<file path="src/rtl/ole_pkg.sv">
// ----------------------------------------------------------------------------
// ole_pkg: shared types for the ordered list engine
// Operation and status codes, the control word that steers the list cells,
// and the layout of one result word.
// ----------------------------------------------------------------------------
package ole_pkg;

   localparam int DATA_W = 32;
   localparam int POS_W  = 11;

   typedef enum logic [2:0] {
      OP_INS_FRONT = 3'd0,
      OP_INS_END   = 3'd1,
      OP_INS_POS   = 3'd2,
      OP_DEL_FRONT = 3'd3,
      OP_DEL_END   = 3'd4,
      OP_DEL_POS   = 3'd5,
      OP_SEARCH    = 3'd6,
      OP_UPDATE    = 3'd7
   } op_type;

   typedef enum logic [2:0] {
      ST_OK       = 3'd0,
      ST_EMPTY    = 3'd1,
      ST_BADPOS   = 3'd2,
      ST_NOTFOUND = 3'd3,
      ST_FULL     = 3'd4
   } status_type;

   typedef enum logic [1:0] {
      CELL_HOLD   = 2'd0,
      CELL_INSERT = 2'd1,
      CELL_DELETE = 2'd2,
      CELL_ROTATE = 2'd3
   } cell_kind_type;

   // idx: insert or delete slot, or the last occupied slot while rotating
   // fill: value to insert, or the value wrapped to the tail while rotating
   typedef struct packed {
      cell_kind_type           kind;
      logic [POS_W-1:0]        idx;
      logic [DATA_W-1:0]       fill;
   } cell_ctrl_type;

   typedef struct packed {
      logic [POS_W-1:0]        count;
      logic [POS_W-1:0]        fpos;
      status_type              status;
   } result_type;

endpackage

</file>
<file path="src/rtl/ole_cell.sv">
// ----------------------------------------------------------------------------
// ole_cell: one slot of the list
// Holds one entry and, under the shared control word, keeps it, takes the
// left or right neighbor's entry, or loads the fill value.
// ----------------------------------------------------------------------------
module ole_cell
   import ole_pkg::*;
#(
   parameter int INDEX = 0
) (
   input  logic                clock,
   input  cell_ctrl_type       ctrl,
   input  logic [DATA_W-1:0]   left_data,
   input  logic [DATA_W-1:0]   right_data,
   output logic [DATA_W-1:0]   data
);

   localparam logic [POS_W-1:0] MY_IDX = POS_W'(INDEX);

   logic [DATA_W-1:0] data_ff;
   logic [DATA_W-1:0] data_in;

   always_comb begin
      data_in = data_ff;
      unique case (ctrl.kind)
         CELL_HOLD: begin
            data_in = data_ff;
         end
         CELL_INSERT: begin
            if (MY_IDX == ctrl.idx) begin
               data_in = ctrl.fill;
            end else if (MY_IDX > ctrl.idx) begin
               data_in = left_data;
            end
         end
         CELL_DELETE: begin
            if (MY_IDX >= ctrl.idx) begin
               data_in = right_data;
            end
         end
         CELL_ROTATE: begin
            // close the ring: the tail takes the fill value, the head's entry or its new value
            if (MY_IDX == ctrl.idx) begin
               data_in = ctrl.fill;
            end else if (MY_IDX < ctrl.idx) begin
               data_in = right_data;
            end
         end
         default: begin
            data_in = data_ff;
         end
      endcase
   end

   always_ff @(posedge clock) begin
      data_ff <= data_in;
   end

   assign data = data_ff;

endmodule

</file>
<file path="src/rtl/ordered_list_engine.sv">
// ----------------------------------------------------------------------------
// ordered_list_engine: ordered list of signed 32-bit values
// Insert, delete, search and update on a list held in a row of cells.
// ----------------------------------------------------------------------------
// The list lives in a row of CAPACITY cells, one entry per cell, head in
// cell 0. Inserts and deletes shift the cells at and beyond the slot all
// at once, and those words, like every word that fails a check, need no
// scan. Search and update rotate the occupied cells as a ring one step per
// cycle past a single comparator on cell 0, and always turn the ring a full
// lap to restore order. The result is registered into the output stage
// after the last step, and a two-word output stage lets the next request
// in while a result waits to be taken.
module ordered_list_engine
   import ole_pkg::*;
#(
   parameter int CAPACITY = 32
) (
   input  logic          clock,
   input  logic          reset,
   input  logic          req_tvalid,
   output logic          req_tready,
   // [31:0] position, [63:32] value, [95:64] new_value
   input  logic [95:0]   req_tdata,
   // [2:0] operation
   input  logic [2:0]    req_tuser,
   output logic          rsp_tvalid,
   input  logic          rsp_tready,
   // [2:0] status, [13:3] found_position, [24:14] entry_count, rest zero
   output logic [31:0]   rsp_tdata
);

   localparam int CNT_W = $clog2(CAPACITY + 1);

   typedef enum logic {
      IDLE,
      SCAN
   } state_type;

   state_type          state_ff, state_in;
   logic [CNT_W-1:0]   count_ff, count_in;
   logic [CNT_W-1:0]   step_ff, step_in;
   logic [CNT_W-1:0]   fpos_ff, fpos_in;
   logic               hit_ff, hit_in;
   logic               upd_ff;
   logic [DATA_W-1:0]  val_ff, nval_ff;
   logic               out_valid_ff, out_valid_in;
   logic               spare_valid_ff, spare_valid_in;
   result_type         out_ff, out_in;
   result_type         spare_ff, spare_in;

   logic [DATA_W-1:0]  cell_q [CAPACITY];
   cell_ctrl_type      ctrl;
   cell_ctrl_type      dec_ctrl;
   result_type         dec_res;
   result_type         new_res;
   logic               new_valid;
   logic               dec_scan;
   logic [CNT_W-1:0]   dec_count;

   op_type             op;
   logic [DATA_W-1:0]  pos, val, nval;
   logic [31:0]        cnt32;
   logic               pos_ge1, ins_pos_ok, del_pos_ok, full, empty;
   logic [POS_W-1:0]   pos_idx, cnt_idx, last_idx;
   logic               accept, take;
   logic               match, scan_hit, scan_last;

   assign op    = op_type'(req_tuser);
   assign pos   = req_tdata[31:0];
   assign val   = req_tdata[63:32];
   assign nval  = req_tdata[95:64];

   assign req_tready = !reset && (state_ff == IDLE) && !spare_valid_ff;
   assign accept     = req_tvalid && req_tready;
   assign take       = out_valid_ff && rsp_tready;

   assign cnt32      = 32'(count_ff);
   assign pos_ge1    = !pos[31] && (pos != '0);
   assign ins_pos_ok = pos_ge1 && (pos <= cnt32 + 32'd1);
   assign del_pos_ok = pos_ge1 && (pos <= cnt32);
   assign full       = count_ff == CNT_W'(CAPACITY);
   assign empty      = count_ff == '0;
   assign pos_idx    = POS_W'(pos - 32'd1);
   assign cnt_idx    = POS_W'(count_ff);
   assign last_idx   = POS_W'(count_ff - CNT_W'(1));

   // decode one request word
   always_comb begin
      dec_ctrl.kind = CELL_HOLD;
      dec_ctrl.idx  = '0;
      dec_ctrl.fill = val;
      dec_count     = count_ff;
      dec_scan      = 1'b0;
      dec_res.status = ST_OK;
      dec_res.fpos   = '0;
      unique case (op)
         OP_INS_FRONT, OP_INS_END, OP_INS_POS: begin
            if (op == OP_INS_POS && !ins_pos_ok) begin
               dec_res.status = ST_BADPOS;
            end else if (full) begin
               dec_res.status = ST_FULL;
            end else begin
               dec_ctrl.kind = CELL_INSERT;
               priority case (op)
                  OP_INS_FRONT: dec_ctrl.idx = '0;
                  OP_INS_END:   dec_ctrl.idx = cnt_idx;
                  default:      dec_ctrl.idx = pos_idx;
               endcase
               dec_count = count_ff + CNT_W'(1);
            end
         end
         OP_DEL_FRONT, OP_DEL_END, OP_DEL_POS: begin
            if (empty) begin
               dec_res.status = ST_EMPTY;
            end else if (op == OP_DEL_POS && !del_pos_ok) begin
               dec_res.status = ST_BADPOS;
            end else begin
               dec_ctrl.kind = CELL_DELETE;
               priority case (op)
                  OP_DEL_FRONT: dec_ctrl.idx = '0;
                  OP_DEL_END:   dec_ctrl.idx = last_idx;
                  default:      dec_ctrl.idx = pos_idx;
               endcase
               dec_count = count_ff - CNT_W'(1);
            end
         end
         OP_SEARCH, OP_UPDATE: begin
            if (empty) begin
               dec_res.status = ST_EMPTY;
            end else begin
               dec_scan = 1'b1;
            end
         end
         default: begin
            dec_res.status = ST_OK;
         end
      endcase
      dec_res.count = POS_W'(dec_count);
   end

   // ring scan: cell 0 holds entry step_ff
   assign match     = (cell_q[0] == val_ff) && !hit_ff;
   assign scan_hit  = hit_ff || match;
   assign scan_last = step_ff == (count_ff - CNT_W'(1));

   always_comb begin
      ctrl.kind = CELL_HOLD;
      ctrl.idx  = '0;
      ctrl.fill = cell_q[0];
      if (state_ff == SCAN) begin
         ctrl.kind = CELL_ROTATE;
         ctrl.idx  = last_idx;
         ctrl.fill = (match && upd_ff) ? nval_ff : cell_q[0];
      end else if (accept) begin
         ctrl = dec_ctrl;
      end
   end

   always_comb begin
      state_in  = state_ff;
      count_in  = count_ff;
      step_in   = step_ff;
      hit_in    = hit_ff;
      fpos_in   = fpos_ff;
      new_valid = 1'b0;
      new_res   = dec_res;
      unique case (state_ff)
         IDLE: begin
            if (accept) begin
               count_in = dec_count;
               if (dec_scan) begin
                  state_in = SCAN;
                  step_in  = '0;
                  hit_in   = 1'b0;
                  fpos_in  = '0;
               end else begin
                  new_valid = 1'b1;
               end
            end
         end
         SCAN: begin
            if (match) begin
               hit_in  = 1'b1;
               fpos_in = CNT_W'(step_ff + CNT_W'(1));
            end
            step_in = step_ff + CNT_W'(1);
            if (scan_last) begin
               state_in       = IDLE;
               new_valid      = 1'b1;
               new_res.status = scan_hit ? ST_OK : ST_NOTFOUND;
               new_res.fpos   = POS_W'(fpos_in);
               new_res.count  = POS_W'(count_ff);
            end
         end
         default: begin
            state_in = IDLE;
         end
      endcase
   end

   // two-word output stage
   always_comb begin
      out_valid_in   = out_valid_ff;
      spare_valid_in = spare_valid_ff;
      out_in         = out_ff;
      spare_in       = spare_ff;
      if (take) begin
         if (spare_valid_ff) begin
            out_in         = spare_ff;
            spare_valid_in = 1'b0;
         end else begin
            out_valid_in = 1'b0;
         end
      end
      if (new_valid) begin
         if (!out_valid_ff || (take && !spare_valid_ff)) begin
            out_in       = new_res;
            out_valid_in = 1'b1;
         end else begin
            spare_in       = new_res;
            spare_valid_in = 1'b1;
         end
      end
   end

   always_ff @(posedge clock) begin
      if (reset) begin
         state_ff       <= IDLE;
         count_ff       <= '0;
         step_ff        <= '0;
         hit_ff         <= 1'b0;
         out_valid_ff   <= 1'b0;
         spare_valid_ff <= 1'b0;
      end else begin
         state_ff       <= state_in;
         count_ff       <= count_in;
         step_ff        <= step_in;
         hit_ff         <= hit_in;
         out_valid_ff   <= out_valid_in;
         spare_valid_ff <= spare_valid_in;
      end
      fpos_ff  <= fpos_in;
      out_ff   <= out_in;
      spare_ff <= spare_in;
      if (accept) begin
         val_ff  <= val;
         nval_ff <= nval;
         upd_ff  <= op == OP_UPDATE;
      end
   end

   for (genvar i = 0; i < CAPACITY; i++) begin : g_cell
      logic [DATA_W-1:0] left_d, right_d;
      if (i == 0) begin : g_head
         assign left_d = '0;
      end else begin : g_left
         assign left_d = cell_q[i-1];
      end
      if (i == CAPACITY - 1) begin : g_tail
         assign right_d = '0;
      end else begin : g_right
         assign right_d = cell_q[i+1];
      end
      ole_cell #(
         .INDEX (i)
      ) u_cell (
         .clock      (clock),
         .ctrl       (ctrl),
         .left_data  (left_d),
         .right_data (right_d),
         .data       (cell_q[i])
      );
   end

   assign rsp_tvalid = out_valid_ff;
   assign rsp_tdata  = {7'd0, out_ff.count, out_ff.fpos, out_ff.status};

endmodule
</file>
<file path="config.mk">
export PLATFORM = sky130hd
export DESIGN_NAME = ordered_list_engine
export DESIGN_NICKNAME = d
export VERILOG_FILES = /design/src/rtl/ole_pkg.sv /design/src/rtl/ole_cell.sv /design/src/rtl/ordered_list_engine.sv
export SDC_FILE = /design/constraint.sdc
export NUM_CORES = 2
export LEC_CHECK = 0
export BUFFER_PORTS_ARGS = -buffer_cell sky130_fd_sc_hd__buf_2
export CAP_MARGIN = 20
export CELL_PAD_IN_SITES_DETAIL_PLACEMENT = 1
export CELL_PAD_IN_SITES_GLOBAL_PLACEMENT = 2
export CORE_MARGIN = 10
export CORE_UTILIZATION = 45
export CTS_CLUSTER_SIZE = 8
export DETAILED_ROUTE_END_ITERATION = 10
export PLACE_DENSITY_LB_ADDON = 0.1
export SYNTH_ARGS = -nofsm -noshare
export SYNTH_HDL_FRONTEND = slang
export SYNTH_SLANG_ARGS = --single-unit
</file>
<file path="constraint.sdc">
create_clock -name clock -period 15.25 [get_ports clock]
set_input_delay 3.05 -clock clock [delete_from_list [all_inputs] [get_ports clock]]
set_output_delay 3.05 -clock clock [all_outputs]
set_load 0.005 [all_outputs]
</file>
; Word level (Yosys, flattened, before mapping)
; Index checks and enable logic that the tools add are counted.
[word_totals]
ff_bits = 1161
inputBits = 103
output_inout_bits = 34
word_cells = 609
[op_classes]
add_sub_neg = 6
order_cmp = 98
n_eq_ne = 143
muxes = 246
bitwise_logic = 3
n_reduce_logical = 65
[op_table]
columns = operator, count
row1 = 32-bit 2-to-1 mux, 161
row2 = 32-bit one-hot mux with 3 select lines, 32
row3 = 3-bit by 1-bit != test with 1-bit output (second input constant), 64
row4 = 5-bit by 11-bit == test with 1-bit output (first input constant), 16
row5 = 5-bit by 11-bit >= comparator with 1-bit output (first input constant), 16
row6 = 5-bit by 11-bit > comparator with 1-bit output (first input constant), 16
row7 = 5-bit by 11-bit < comparator with 1-bit output (first input constant), 16
row8 = 4-bit AND reduction, 32
row9 = 25-bit 2-to-1 mux, 4
row10 = 45-bit 2-to-1 mux, 2
row11 = 4-bit by 11-bit == test with 1-bit output (first input constant), 8
row12 = 4-bit by 11-bit >= comparator with 1-bit output (first input constant), 8
row13 = 4-bit by 11-bit > comparator with 1-bit output (first input constant), 8
row14 = 4-bit by 11-bit < comparator with 1-bit output (first input constant), 8
row15 = 2-bit by 1-bit != test with 1-bit output (second input constant), 33
row16 = 3-bit by 11-bit == test with 1-bit output (first input constant), 4
row17 = 3-bit by 11-bit >= comparator with 1-bit output (first input constant), 4
row18 = 3-bit by 11-bit > comparator with 1-bit output (first input constant), 4
row19 = 3-bit by 11-bit < comparator with 1-bit output (first input constant), 4
row20 = 11-bit one-hot mux with 2 select lines, 2
row21 = 6-bit 2-to-1 mux, 7
row22 = 20-bit 2-to-1 mux, 2
row23 = 6-bit one-hot mux with 2 select lines, 3
row24 = 32-bit == test, 1
row25 = other kinds (44), 106

; Longest topological paths before layout
[logic_depth]
word_depth = 14
mapped_depth = 21
ltp_nobuf = 14

; Cells and area by module
; From an unflattened synthesis, not the netlist that was laid out.
[hier_totals]
hier_cells = 5818
hier_area_um2 = 73694.4
[by_module_without_submodules]
columns = mod, n_inst, cells_per_inst, area_per_inst_um2, seq_area_each_um2
row1 = ordered_list_engine, 1, 694, 7229.4, 3403.3
row2 = ole_cell at g_cell[24].u_cell ..., 2, 159, 2122.0, 960.9
row3 = ole_cell at g_cell[31].u_cell, 1, 201, 2406.1, 960.9
row4 = ole_cell at g_cell[0].u_cell, 1, 155, 2278.4, 960.9
row5 = ole_cell at g_cell[20].u_cell, 1, 160, 2212.1, 960.9
row6 = ole_cell at g_cell[9].u_cell, 1, 191, 2197.1, 960.9
row7 = ole_cell at g_cell[5].u_cell, 1, 157, 2188.3, 960.9
row8 = ole_cell at g_cell[26].u_cell, 1, 160, 2180.8, 960.9
row9 = ole_cell at g_cell[21].u_cell, 1, 160, 2178.3, 960.9
row10 = ole_cell at g_cell[4].u_cell, 1, 159, 2174.6, 960.9
row11 = ole_cell at g_cell[12].u_cell, 1, 189, 2172.1, 960.9
row12 = ole_cell at g_cell[13].u_cell, 1, 158, 2160.8, 960.9
row13 = ole_cell at g_cell[27].u_cell, 1, 159, 2157.1, 960.9
row14 = ole_cell at g_cell[23].u_cell, 1, 158, 2153.3, 960.9
row15 = 18 more rows, n/a, n/a, n/a, n/a

; Least setup slack after synthesis
; No wires, ideal clock.
[synth_path]
kind = input to register
from = input req_tdata[0]
to = register g_cell[23].u_cell.data_ff[0], enable pin
setup_time_ns = 0.511
arrival_ns = 8.925
required_ns = 14.739
slack_ns = 5.815
cell_stages = 14
path_buffers = 4
cell_sequence = clkbuf_1 -> inv_1 -> ha_1 -> nand2b_1 -> a211o_1 -> a2111oi_2 -> nor3_4 -> nand3_1 -> and3_1 -> buf_2 -> buf_2 -> nor2_1 -> buf_2 -> o41ai_1
[synth_via]
elab_chain_cells = 13
elab_cells_between_ends = 33
classes_between = 1 x add/sub / 5 x order compare / 7 x eq/ne / 9 x mux / 1 x bitwise / 10 x reduce/logical
[synth_rtl]
columns = item, line_no
row1 = start: declaration, ordered_list_engine.sv:23  ; input logic [95:0] req_tdata,
row2 = branches (longest 7 deep; another with 32-bit by 6-bit <= comparator with 1-bit output), n/a
row3 = 13-bit one-hot mux with 2 select lines *, ordered_list_engine.sv:96  ; unique case (op)
row4 = 45-bit 2-to-1 mux *, ordered_list_engine.sv:154  ; end else if (accept) begin
row5 = 45-bit 2-to-1 mux *, ordered_list_engine.sv:150  ; if (state_ff == SCAN) begin
row6 = "5-bit by 11-bit < comparator with 1-bit output, or another cell as far along", ole_cell.sv:45  ; end else if (MY_IDX < ctrl.idx) begin
row7 = "3-bit by 1-bit != test with 1-bit output (no line), or another cell as far along", n/a
row8 = 4-bit AND reduction (no line) *, n/a
row9 = end signal: assignment, ole_cell.sv:56  ; data_ff <= data_in;
row10 = end: declaration, ole_cell.sv:20  ; logic [DATA_W-1:0] data_ff;
; Every way passes the cells marked *.
; A chain may end at the register's enable or synchronous reset.

; Final worst setup path
[layout_path]
from = input reset
to = register g_cell[22].u_cell.data_ff[4], enable pin
[layout_via]
elab_chain_cells = 9
elab_cells_between_ends = 19
classes_between = 3 x order compare / 7 x eq/ne / 2 x mux / 1 x bitwise / 6 x reduce/logical
[layout_rtl]
columns = item, line_no
row1 = start: declaration, ordered_list_engine.sv:19  ; input logic reset,
row2 = 1-bit zero test *, ordered_list_engine.sv:73  ; assign req_tready = !reset && (state_ff == IDLE) && !spare_valid_ff;
row3 = 1-bit logical AND * (2 in series), ordered_list_engine.sv:73
row4 = 1-bit logical AND *, ordered_list_engine.sv:74  ; assign accept = req_tvalid && req_tready;
row5 = 45-bit 2-to-1 mux *, ordered_list_engine.sv:154
row6 = 45-bit 2-to-1 mux *, ordered_list_engine.sv:150
row7 = "5-bit by 11-bit < comparator with 1-bit output, or another cell as far along", ole_cell.sv:45
row8 = "3-bit by 1-bit != test with 1-bit output (no line), or another cell as far along", n/a
row9 = 4-bit AND reduction (no line) *, n/a
row10 = end signal: assignment, ole_cell.sv:56
row11 = end: declaration, ole_cell.sv:20
; Every way passes the cells marked *; elsewhere a longest branch is shown, timed or not.

==> results.txt <==
For the number of global-route vias before repair, the log shows 65550. The post-synthesis to final-layout area growth is 10.54%, and the routability-driven placement congestion ratio is 0.9725. For the met2 demand-to-capacity share in global routing, the log shows 52.40%.

Yosys attributes the largest share of cell area to sky130_fd_sc_hd__edfxtp_1 48%, sky130_fd_sc_hd__nor2_1 4.2%, sky130_fd_sc_hd__clkbuf_1 3.8%. The run gives 72150 um2 as the placed standard-cell area. Data on the critical path arrives at its endpoint at 9.13 ns. The power per standard cell area came out at 110.0 nW/um2. Across all layers, the routed design uses 66370 vias. For this design the static power due to leakage is 24.69 nW. Worst hold path endpoint: rsp_tdata[11]. STA classifies the critical path endpoint as a flip-flop.

The logs give 0.008436 W for the overall power after layout and 11 for the initial antenna violation count. The Yosys step of the flow raised 0 warnings. The maximum number of pins on one net before global-route repair is 191, and the core box area is 153700 um2.

For this run, the total global-route usage over all layers was measured as 34.31%. Path type of the worst min-delay path: reg -> reg. Using the TritonRoute via totals, the vias-per-cell ratio works out to 7.316. The setup fix buffers added after clock tree synthesis is 0. The logs give 448100 um for the global-route wire length before repair and 6.656% for the met3 global-route usage. The tool flagged a number of max-cap violations equal to 0. The number of cells on the worst reg-to-reg path is 17. Fraction of layout cells with a size suffix above 1: 10.52%.

For the number of cells in the finished layout apart from fillers, the log shows 9072. The cell that appears most often on the critical path is sky130_fd_sc_hd__buf_4. The number of cells on the worst hold path came out at 1. The die outline area was 170300 um2. The clock passes through at most 3 buffers.

In the final routed layout, each cell accounts on average for 33.55 um. The detail route stage leaves a number of antenna-violating nets equal to 0. After detailed routing, the total wire length is 304400 um. The average instance in the mapped netlist occupies 9.530 um2. 137 I/O pins were placed. The placed wire-length estimate is 198700 um, and the portion of synthesized cell area occupied by the leading cell type is 48.03%. The synthesized instance count was 7282. Summed over all instances, the cell type with the most area after synthesis is sky130_fd_sc_hd__edfxtp_1. The layer flagged by global routing as most heavily used is met2. The total number of nets in the final design was 7113.

The finished cells cover 76710 um2. The run gives 89 as the count of cell types in the netlist. The tools report the DRC marker count from the first detailed-route iteration as 8911.

The first element of the critical path was reset. Clock tree synthesis found a total of 1151 sinks. The tools report the beginning of the worst register-to-register path as count_ff[0]. In this run, CTS created clock tree buffers numbering 162.

The number of cells in the design after placement is 8863. Setup repair after global routing left no endpoint under its margin. After routing, the total negative slack on setup checks comes to 0 ns. The tools report the fill cell total of the finished layout as 16900. The endpoint identified for the worst register-to-register timing path is g_cell[22].u_cell.data[4].

Leaving out fill and tap cells, the most frequent cells in the layout are 1110 x sky130_fd_sc_hd__edfxtp_1, 758 x sky130_fd_sc_hd__nor2_1, 617 x sky130_fd_sc_hd__nand2_1. For this run, global-route usage on met1 was measured as 48.32%. The count of input and output buffers came out at 129.

The height of the die works out to 412.7 um. Clock-pin slew was measured on the worst setup and hold paths at 0.05 ns. For this run, the top clock speed supported by timing is 0.1147 GHz.

The most frequent standard cell in the layout excluding fill and tap cells was sky130_fd_sc_hd__edfxtp_1. The depth of the CTS H-tree was 4; the final number of hold-violating endpoints was 0. On the critical path the largest part of the delay comes from buffers and inverters. For flop-to-flop paths, the worst setup slack is 8.03 ns. The number of instances resized during post-cts repair came out at 0. Among all stages on the critical path, the largest delay is contributed by sky130_fd_sc_hd__nand4_1. The element type at the critical path start was an input port. The worst slew slack as a fraction of its limit is 16.23%. After synthesis the netlist holds a flip-flop and latch count of 1151.

The part of the cycle the worst path needs works out to 57.16%. The tools report the final worst clock skew as 0.03588 ns. The logs give 0 for the count of final setup violators and 0.1144 mV for the peak supply drop. Together, buffers and inverters on the worst path number 7. From left edge to right edge, the die measures 412.7 um. Mapped cell area: 69400 um2.

Of all flip-flops after synthesis, the portion carrying an async set or reset was 0%. For this run, design rule violations remaining after detail routing come to 0. The run finished with clean final reports. The root buffer cell chosen for the clock tree is sky130_fd_sc_hd__clkbuf_16.

The number of enable flip-flop cells after synthesis is 1110, and the initial core utilization is 45.15%. The run gives 0 as the count of final max-slew check failures. For this run, the detailed router's first-pass iteration total came to 6. The start-to-end type of the worst setup path is in -> reg. For the worst setup path, the data required time is 15.66 ns. After layout, the minimum clock period comes to 8.717 ns. The total overflow left after global routing is 0. The later pin in the worst-skew pair is clocked with a latency of 0.80 ns.

For the number of standard-cell rows in the floorplan, the log shows 144. In this run the most critical hold path is launched from rsp_tdata[11]. The transition time of the tightest slew-check pin is 1.245 ns, and the post-synthesis sequential area ratio is 49.21%. The highest net fanout along the worst path is 44, and the area occupied by multi-input gates is 32620 um2.

In the synthesized netlist the dominant register cell turns out to be sky130_fd_sc_hd__edfxtp_1. The largest single stage delay on the critical path is 0.61 ns. TritonCTS built the clock tree. After clock tree synthesis, the flow added hold-fix buffers numbering 0. The sequential cells in the finished layout cover a total of 34160 um2. Walking the worst path, the cells encountered are buf_2 > nor3_1 > nand2_1 > buf_4 > inv_4 > nand2_1 > a2111oi_0 > nand3_1 > o311ai_4 > buf_4 > nand4_1 > buf_4 > nor2_4 > buf_4 > nor3_1 > a211oi_4 > buf_4.
-- per-stage QoR --
stage / hold WS, ns / util, % / worst slack (ns)
2_1_floorplan: 0.4773 / - / 5.815
5_1_grt: 0.4910 / 49.90 / 6.207
3_3_place_gp: 0.4600 / 46.90 / 6.002
6_report: 0.4830 / 49.91 / 6.533
3_5_place_dp: 0.4655 / 46.95 / 5.924
4_1_cts: 0.4824 / 49.80 / 6.686
-- worst max path at each step --
stage,to,slack (ns),cells after the start
finish,g_cell[22].u_cell.data[4],6.53,17
floorplan,g_cell[23].u_cell.data[0],5.81,14
detailed placement,g_cell[22].u_cell.data[3],5.92,17
global route,g_cell[22].u_cell.data[4],6.21,17
CTS,g_cell[22].u_cell.data[10],6.69,17
global placement,g_cell[22].u_cell.data[18],6.00,17
-- layer usage --
metal	part of all wire, %	up-vias
met5	0.013	-
met4	3.6	6
met3	10	630
met2	44	3962
met1	42	33890
li1	-	27880
-- registers in the layout, summed over array words and instances, names as in the netlist, 6 cells and up --
register	cells
val_ff	32
spare_ff	15
nval_ff	32
count_ff	6
rsp_tdata	25
fpos_ff	6
g_cell.u_cell.data	1024
step_ff	6
-- cells in the mapped netlist (51+ instances only) --
cell and instances:
sky130_fd_sc_hd__nand3_1 472, sky130_fd_sc_hd__a21oi_1 259, sky130_fd_sc_hd__buf_2 95, sky130_fd_sc_hd__nand2b_1 184
sky130_fd_sc_hd__o22ai_1 164, sky130_fd_sc_hd__and3_1 90, sky130_fd_sc_hd__o21ai_0 462, sky130_fd_sc_hd__nor3_1 278
sky130_fd_sc_hd__nor2_1 782, sky130_fd_sc_hd__a221oi_1 60, sky130_fd_sc_hd__mux2i_1 82, sky130_fd_sc_hd__edfxtp_1 1110
sky130_fd_sc_hd__a31oi_1 73, sky130_fd_sc_hd__a2bb2oi_1 123, sky130_fd_sc_hd__a211oi_1 310, sky130_fd_sc_hd__a22o_1 72
sky130_fd_sc_hd__nand2_1 622, sky130_fd_sc_hd__a221o_1 102, sky130_fd_sc_hd__a2111oi_0 205, sky130_fd_sc_hd__clkbuf_1 694
sky130_fd_sc_hd__or3_1 68, sky130_fd_sc_hd__o2111ai_1 115, sky130_fd_sc_hd__a32oi_1 150, sky130_fd_sc_hd__buf_1 54
sky130_fd_sc_hd__a311oi_1 51
-- layout make-up --
cell class                 count  area share, %
antenna                        5        0.01631
clock buffer                 185          5.564
clock inverter                 9         0.1566
inverter                      23         0.1256
multi-input combinational   5258          42.52
sequential                  1151          44.53
tap                         2044          3.334
timing repair buffer         397          3.756
-- logic make-up after synthesis --
family          after synthesis  synth area share [%]
compound gates             2449                 25.79
mux                          88                 1.280
fa+ha+maj                    17                0.3065
simple gates               2634                 17.61
buf+inv                     879                 5.001
xor+xnor                     63                0.7951
flops                      1151                 49.21
other cells                   1              0.005404
-- report_power, final --
group          internal [W]  switching (W)  leakage [nW]
Clock               0.00195        0.00143          2.15
Combinational      0.000364       0.000846          12.1
Sequential          0.00372       0.000128          10.5
Note: power is estimated with default switching activity, not from simulation.
